--- src/hdl/nvm_pkg.sv ---
// nvm_pkg: types, status codes and state encoding for the nearest value match unit
// no dependencies
package nvm_pkg;

    localparam int PoolDepthDefault = 1024;

    typedef enum logic [1:0] {
        ST_LOADED  = 2'd0,
        ST_MATCHED = 2'd1,
        ST_FULL    = 2'd2,
        ST_EMPTY   = 2'd3
    } status_t;

    typedef struct packed {
        logic        cmd;
        logic [31:0] value;
    } in_item_t;

    typedef struct packed {
        logic [1:0]  status;
        logic [9:0]  matched_index;
        logic [31:0] abs_diff;
        logic [31:0] peak_diff;
    } out_item_t;

    typedef enum logic [2:0] {
        S_IDLE,
        S_SCAN,
        S_SHIFT,
        S_DECIDE,
        S_RESULT
    } state_t;

    // controller to datapath
    typedef struct packed {
        logic capture;
        logic scan_start;
        logic scan_step;
        logic shift_start;
        logic shift_step;
        logic load_write;
        logic match_commit;
        logic empty_result;
        logic full_result;
    } dp_cmd_t;

    // datapath to controller
    typedef struct packed {
        logic is_query;
        logic pool_full;
        logic scan_done;
        logic shift_done;
    } dp_stat_t;

endpackage

--- src/hdl/nvm_ctrl.sv ---
// nvm_ctrl: sequencer for load insertion and query scan
// depends on nvm_pkg
module nvm_ctrl (
    input  logic             clk,
    input  logic             rst_n,
    input  logic             in_valid,
    output logic             in_ready,
    output logic             out_valid,
    input  logic             out_ready,
    output nvm_pkg::dp_cmd_t cmd,
    input  nvm_pkg::dp_stat_t stat
);
    import nvm_pkg::*;

    state_t state_reg, state_next;

    // next state
    always_comb
    begin
        state_next = state_reg;
        case (state_reg)
            S_IDLE:
                if (in_valid) state_next = S_DECIDE;
            S_DECIDE:
                if (!stat.is_query)
                    state_next = stat.pool_full ? S_RESULT : S_SCAN;
                else
                    state_next = S_SCAN;
            S_SCAN:
                if (stat.scan_done) state_next = stat.is_query ? S_RESULT : S_SHIFT;
            S_SHIFT:
                if (stat.shift_done) state_next = S_RESULT;
            S_RESULT:
                if (out_ready) state_next = S_IDLE;
            default:
                state_next = S_IDLE;
        endcase
    end

    // outputs
    always_comb
    begin
        cmd       = '0;
        in_ready  = (state_reg == S_IDLE);
        out_valid = (state_reg == S_RESULT);
        case (state_reg)
            S_IDLE:
                cmd.capture = in_valid;
            S_DECIDE:
                if (!stat.is_query && stat.pool_full) cmd.full_result = 1'b1;
                else cmd.scan_start = 1'b1;
            S_SCAN:
            begin
                cmd.scan_step = !stat.scan_done;
                if (stat.scan_done && !stat.is_query) cmd.shift_start = 1'b1;
                if (stat.scan_done && stat.is_query) cmd.match_commit = 1'b1;
            end
            S_SHIFT:
            begin
                cmd.shift_step = !stat.shift_done;
                cmd.load_write = stat.shift_done;
            end
            default:
                cmd = '0;
        endcase
    end

    always_ff @(posedge clk or negedge rst_n)
    begin
        if (!rst_n) state_reg <= S_IDLE;
        else state_reg <= state_next;
    end

    a_one_side: assert property (@(posedge clk) disable iff (!rst_n)
        !(in_ready && out_valid)) else $error("ready while result pending");
    a_result_from_work: assert property (@(posedge clk) disable iff (!rst_n)
        $rose(out_valid) |-> $past(state_reg) != S_IDLE) else $error("result without work");
    a_scan_follows: assert property (@(posedge clk) disable iff (!rst_n)
        (state_reg == S_IDLE && in_valid) |=> state_reg == S_DECIDE)
        else $error("accepted item not started");

endmodule

--- config.mk ---
export PLATFORM = sky130hd
export DESIGN_NAME = nvm_ctrl
export DESIGN_NICKNAME = d
export VERILOG_FILES = /design/src/hdl/nvm_pkg.sv /design/src/hdl/nvm_ctrl.sv
export SDC_FILE = /design/constraint.sdc
export NUM_CORES = 1
export LEC_CHECK = 0
export BUFFER_PORTS_ARGS = -buffer_cell sky130_fd_sc_hd__buf_2
export CAP_MARGIN = 20
export CORE_AREA = 2 2 39 41
export CTS_CLUSTER_SIZE = 24
export DETAILED_ROUTE_END_ITERATION = 10
export DIE_AREA = 0 0 41 43
export PLACE_DENSITY_LB_ADDON = 0.3
export SLEW_MARGIN = 20
export SYNTH_ARGS = -nofsm -noshare
export SYNTH_HDL_FRONTEND = slang
export SYNTH_SLANG_ARGS = --single-unit
--- constraint.sdc ---
create_clock -name clk -period 1.2 [get_ports clk]
set_input_delay 0.06 -clock clk [delete_from_list [all_inputs] [get_ports clk]]
set_output_delay 0.06 -clock clk [all_outputs]
set_load 0.03 [all_outputs]
==> impl_metrics.py, run 1 <==
metrics = {
    "critical_path": {
        "rr_endpoint": "state_reg[2]",
        "crit_type": "flip-flop to output port",
        "startpoint": "state_reg[1]",
        "reg2reg_slack_ns": -0.10,
        "r2r_start": "state_reg[1]",
        "worst_setup_path_end_kind": "output port",
        "required_ns": 1.14,
        "crit_end": "cmd[2]",
        "reg2reg_depth": 4,
        "arrival_ns": 1.28,
        "crit_fanout": 7,
        "startpoint_type": "flip-flop",
    },
    "logic_synthesis": {
        "synth_area_leader_cell": "dfrtp_1",
        "synth-warning-count": 0,
        "synth_top_cell_area_share_pct": 24.6,
        "ys_types": 21,
        "yosys-top-cells-area": "dfrtp_1, nor3_1, nor3b_1, nor2b_1, or3b_1",
        "yosysSeqAreaShare_pct": 24.6,
        "synth_area_um2": 305,
        "avgSynthCellArea_um2": 7.27,
        "ys_seq_elements": 3,
        "synthesis.nets": 50,
        "postSynthCellCount": 42,
    },
    "clock_network": {
        "clock_sinks": 3,
        "root_buffer": "clkbuf_4",
        "cts_max_path_buffers": 2,
        "clk_transition_reported_paths_ns": 0.04,
        "worstSkewPairLatency_ns": 0.24,
        "cts_buffers": 3,
        "h-tree-depth": 1,
        "cts_tree": "yes",
    },
    "die": {
        "die_x_um": 41,
        "initial_core_util_pct": 22.1,
        "num_rows": 14,
        "dieHeight_um": 43,
        "io_pins": 19,
        "die_area_um2": 1760,
        "core-area_um2": 1380,
    },
    "routing": {
        "drt-total-wl_um": 949,
        "wl_per_cell_um": 10.9,
        "dr.pass1.iters": 3,
        "ant_nets": 0,
        "viasPerCell": 4.63,
        "drt_iter0_markers": 2,
        "vias": 403,
        "drc_errors": 0,
    },
    "layout": {
        "n_fill_cell": 138,
        "antenna_cells": 0,
        "final_cell_mix": "buf_4, buf_2, buf_6",
        "drive_above_1_share_pct": 67.6,
        "nets": 80,
        "syn_to_final_growth_pct": 109,
        "multiInputGateArea_um2": 282,
        "mostFrequentLayoutCell": "buf_4",
        "final-seq-area_um2": 77.6,
        "largest_reg_flops": 3,
    },
    "timing": {
        "maxSlewViolCount": 0,
        "fmax_mhz": 745,
        "rsz0062_at_grt": "yes",
        "finalWorstPathRequiredPeriod_ns": 1.34,
        "worst_slack_ns": -0.141,
        "finalHoldViolations": 0,
        "setup_violations": 11,
        "final.period_utilization_pct": 112,
        "finClkSkew_ns": 0.000686,
    },
    "place": {
        "io_buffer_count": 17,
        "pre_cts_slack_ns": -0.0640,
        "gp_congestion": 0.677,
        "dpl.hpwl_um": 630,
    },
    "grt": {
        "first_global_vias": 362,
        "antenna_found_initial": 0,
        "grt_max_degree": 8,
        "track_usage_pct": 12.4,
        "grt_overflow": 0,
        "grt_pass1_wl_um": 1440,
    },
    "min_path": {
        "hp-class": "input pin to flip-flop",
    },
    "power_and_ir_drop": {
        "p_leak_nw": 0.286,
        "finalPower_mw": 1.61,
        "peakVddDrop_mv": 0.927,
        "p_per_area_nw_per_um2": 2520,
    },
    "flow_run": {
        "cap_violations": 0,
    },
    "run_status": {
        "violations": "negative setup slack",
        "status": "finished, violations left",
    },
}
[cells by family (layout without fill, tap and decap cells)]
group	count (synthesis)	after routing	synth area share, %
buffers and inverters	6	35	11.9
AO/OA/AOI/OAI	7	7	14.8
other	1	1	1.23
AND/OR/NAND/NOR	25	25	47.5
flip-flops	3	3	24.6
[synthesized netlist by cell type]
cell type and number:
dfrtp_1 3, a211oi_1 1, o21ai_0 1, and2_1 1
conb_1 1, a21oi_1 3, buf_4 1, or3b_1 2
inv_1 2, o311ai_1 1, nand2_1 2, nand2b_1 2
nor3_1 6, o31a_1 1, nor2_1 4, buf_6 1
nor4b_1 1, nor3b_1 3, nor2b_1 3, and3_1 1
buf_2 2
[through the flow]
stage	hold slack [ns]	util (%)	setup TNS [ns]	cell area, µm²	cells
2_1_floorplan	-0.236	-	-0.628	348	42
3_3_place_gp	-0.144	33.4	-0.0254	462	76
3_5_place_dp	-0.143	33.4	-0.137	462	76
4_1_cts	0.125	42.4	-1.03	587	85
5_1_grt	0.140	46.1	-1.82	638	87
6_report	0.134	46.1	-1.22	638	87
[worst min path at each step]
stage	startpoint	endpoint	depth (start not counted)
floorplan	rst_n	state_reg[0]	0
global placement	rst_n	state_reg[0]	1
detailed placement	rst_n	state_reg[0]	1
CTS	stat[1]	state_reg[1]	3
global route	stat[1]	state_reg[1]	3
finish	stat[1]	state_reg[1]	3
[final cells by class]
class                   instances  share of cell area [%]
well taps                      16                    3.14
multi-input cells              33                    44.1
repair buffers                 29                    35.3
clock buffers                   4                    4.12
inverters                       2                    1.18
flip-flops and latches          3                    12.2
[power by group]
| group | switching, mW | total, mW | internal [mW] |
|---|---|---|---|
| Sequential | 0.0747 | 0.229 | 0.154 |
| Combinational | 0.592 | 1.20 | 0.606 |
| Clock | 0.0551 | 0.180 | 0.125 |
[critical path, stage by stage, from the launching register on]
cell and delay, ns:
dfrtp_2 0.45, nor3b_4 0.26, and3_4 0.21, buf_6 0.12
[routing by layer]
layer	share of wire (%)	GRT usage, %	vias up
li1	-	-	201
met1	43	13.6	185
met2	49	18.8	15
met3	5.4	3.14	2
met4	2.0	10.0	0
met5	0	0	-
[what timing repair did]
action                                  in CTS  in global routing
pin swaps                                    5                  4
buffers inserted                             4                  2
endpoints found under the setup margin      10                 13
hold buffers                                 1                  0
resized for setup                           20                  9
hold endpoints to repair                     3                  0
No activity file was read; power rests on OpenSTA's default activity.
==> run 2, diff against run 1 <==
--- a/config.mk
+++ b/config.mk
@@ -11,6 +11,7 @@
 export CTS_CLUSTER_SIZE = 24
 export DETAILED_ROUTE_END_ITERATION = 10
 export DIE_AREA = 0 0 41 43
+export GPL_TIMING_DRIVEN = 0
 export PLACE_DENSITY_LB_ADDON = 0.3
 export SLEW_MARGIN = 20
 export SYNTH_ARGS = -nofsm -noshare
==> run 2 against run 1 <==
The flow still finishes with violations (negative setup slack). Combinational power rose by 23%. Hold slack improved by 0.013 ns. Clock skew rose by 0.0021 ns. Via count rose by 0.74%. Die area did not move. Clock power fell by 3%. Critical path type unchanged. Highest routed layer is now met3.
==> impl_metrics.py, run 2 (synthesis results as in run 1) <==
metrics = {
    "grt": {
        "grt_pass1_wl_um": 1550,
        "track_usage_pct": 13.6,
        "grt_overflow": 0,
        "grt_max_degree": 6,
        "antenna_found_initial": 0,
        "first_global_vias": 387,
    },
    "power_and_ir_drop": {
        "p_leak_nw": 0.306,
        "peakVddDrop_mv": 0.918,
        "p_per_area_nw_per_um2": 2570,
        "finalPower_mw": 1.86,
    },
    "die": {
        "io_pins": 19,
        "num_rows": 14,
        "die_area_um2": 1760,
        "die_x_um": 41,
        "dieHeight_um": 43,
        "core-area_um2": 1380,
        "initial_core_util_pct": 22.1,
    },
    "critical_path": {
        "rr_endpoint": "state_reg[2]",
        "crit_top_cell": "buf_6",
        "crit_path_cell_trace": "buf_6 > nor3b_4 > and3_4 > buf_6",
        "crit_fanout": 5,
        "r2r_start": "state_reg[1]",
        "max_stage_delay_ns": 0.38,
        "arrival_ns": 1.32,
        "crit_type": "flip-flop to output port",
        "worst_setup_path_end_kind": "output port",
        "reg2reg_depth": 5,
        "reg2reg_slack_ns": -0.06,
        "required_ns": 1.14,
        "cp_slowest_cell": "dfrtp_1",
        "startpoint_type": "flip-flop",
    },
    "layout": {
        "mostFrequentLayoutCell": "buf_6",
        "drive_above_1_share_pct": 76.1,
        "n_fill_cell": 126,
        "final_area_um2": 724,
        "fin_cells": 87,
        "antenna_cells": 0,
        "final_cell_mix": "buf_6, buf_4, buf_2",
        "nets": 80,
        "largest_reg_flops": 3,
        "syn_to_final_growth_pct": 137,
    },
    "timing": {
        "fmax_mhz": 727,
        "maxSlewViolCount": 0,
        "finalWorstPathRequiredPeriod_ns": 1.38,
        "finalHoldViolations": 0,
        "hold_slack_ns": 0.147,
        "worst_slack_ns": -0.176,
        "finClkSkew_ns": 0.00274,
        "final.period_utilization_pct": 115,
        "setup_violations": 11,
        "rsz0062_at_grt": "yes",
    },
    "place": {
        "dpl.hpwl_um": 588,
        "gp_congestion": 0.684,
        "placed_cell_area_um2": 453,
        "dp_cells": 75,
        "io_buffer_count": 17,
        "pre_cts_slack_ns": -0.196,
    },
    "min_path": {
        "hp-class": "input pin to asynchronous set/reset pin",
    },
    "routing": {
        "drt_iter0_markers": 9,
        "wl_per_cell_um": 12.7,
        "ant_nets": 0,
        "viasPerCell": 4.67,
        "drc_errors": 0,
        "dr.pass1.iters": 3,
        "drt-total-wl_um": 1110,
        "vias": 406,
    },
    "clock_network": {
        "clk_transition_reported_paths_ns": 0.04,
        "clock_sinks": 3,
        "cts_max_path_buffers": 2,
        "worstSkewPairLatency_ns": 0.23,
        "h-tree-depth": 1,
        "root_buffer": "clkbuf_4",
        "cts_tree": "yes",
        "cts_buffers": 3,
    },
    "flow_run": {
        "cap_violations": 0,
    },
    "run_status": {
        "status": "finished, violations left",
        "violations": "negative setup slack",
    },
}
## run 2: cell counts in the layout (fill, tap and decap cells not counted)
Identical to the previous run, type by type.
## run 2: cell type report
cell class	count	area [µm²]	area share, %
buffer	3	30.0	4.15
clock buffer	4	26.3	3.63
inverter	2	10.0	1.38
multi-input combinational	33	335	46.3
sequential	3	76.3	10.5
tap	16	20.0	2.76
timing repair buffer	26	226	31.3
## run 2: per-stage QoR
step           util (%)  TNS (ns)
3_5_place_dp       32.7    -0.620
5_1_grt            52.4     -1.49
3_3_place_gp       32.7    -0.506
4_1_cts            49.1    -0.953
2_1_floorplan         -    -0.628
6_report           52.4    -0.997
## run 2: worst max-delay path by stage
stage                  from  endpoint  slack [ns]  cells past startpoint
3_3_place_gp   state_reg[1]    cmd[5]       -0.16                      5
3_5_place_dp   state_reg[1]    cmd[5]       -0.20                      5
4_1_cts        state_reg[1]    cmd[2]       -0.18                      4
5_1_grt        state_reg[1]    cmd[2]       -0.22                      4
2_1_floorplan  state_reg[2]    cmd[0]       -0.23                      3
6_report       state_reg[1]    cmd[2]       -0.18                      4
## run 2: worst max-delay path, delay by kind of cell, from the launching register on
family,cells,cell delay [ns]
buffers and inverters,2,0.26
flip-flops,1,0.38
AND/OR/NAND/NOR,2,0.44
## run 2: timing repair
item                                    in CTS  in global routing
hold buffers                                 1                  0
hold endpoints to repair                     3                  0
setup buffers                                8                  0
endpoints found under the setup margin      12                 13
pin swaps                                    8                  3
resized for setup                           35                 13
## run 2: per-layer routing
| metal | global-route usage [%] | share of wire, % | vias to the layer above |
|---|---|---|---|
| li1 | - | - | 202 |
| met1 | 13.7 | 40 | 191 |
| met2 | 23.1 | 55 | 13 |
| met3 | 3.66 | 4.8 | 0 |
| met4 | 8.00 | 0 | 0 |
| met5 | 0 | 0 | - |
## run 2: report_power, final
group | switching, mW | internal, mW | total (mW)
combinational | 0.744 | 0.739 | 1.48
clock | 0.0507 | 0.124 | 0.175
sequential | 0.0548 | 0.151 | 0.206
total | 0.849 | 1.01 | 1.86
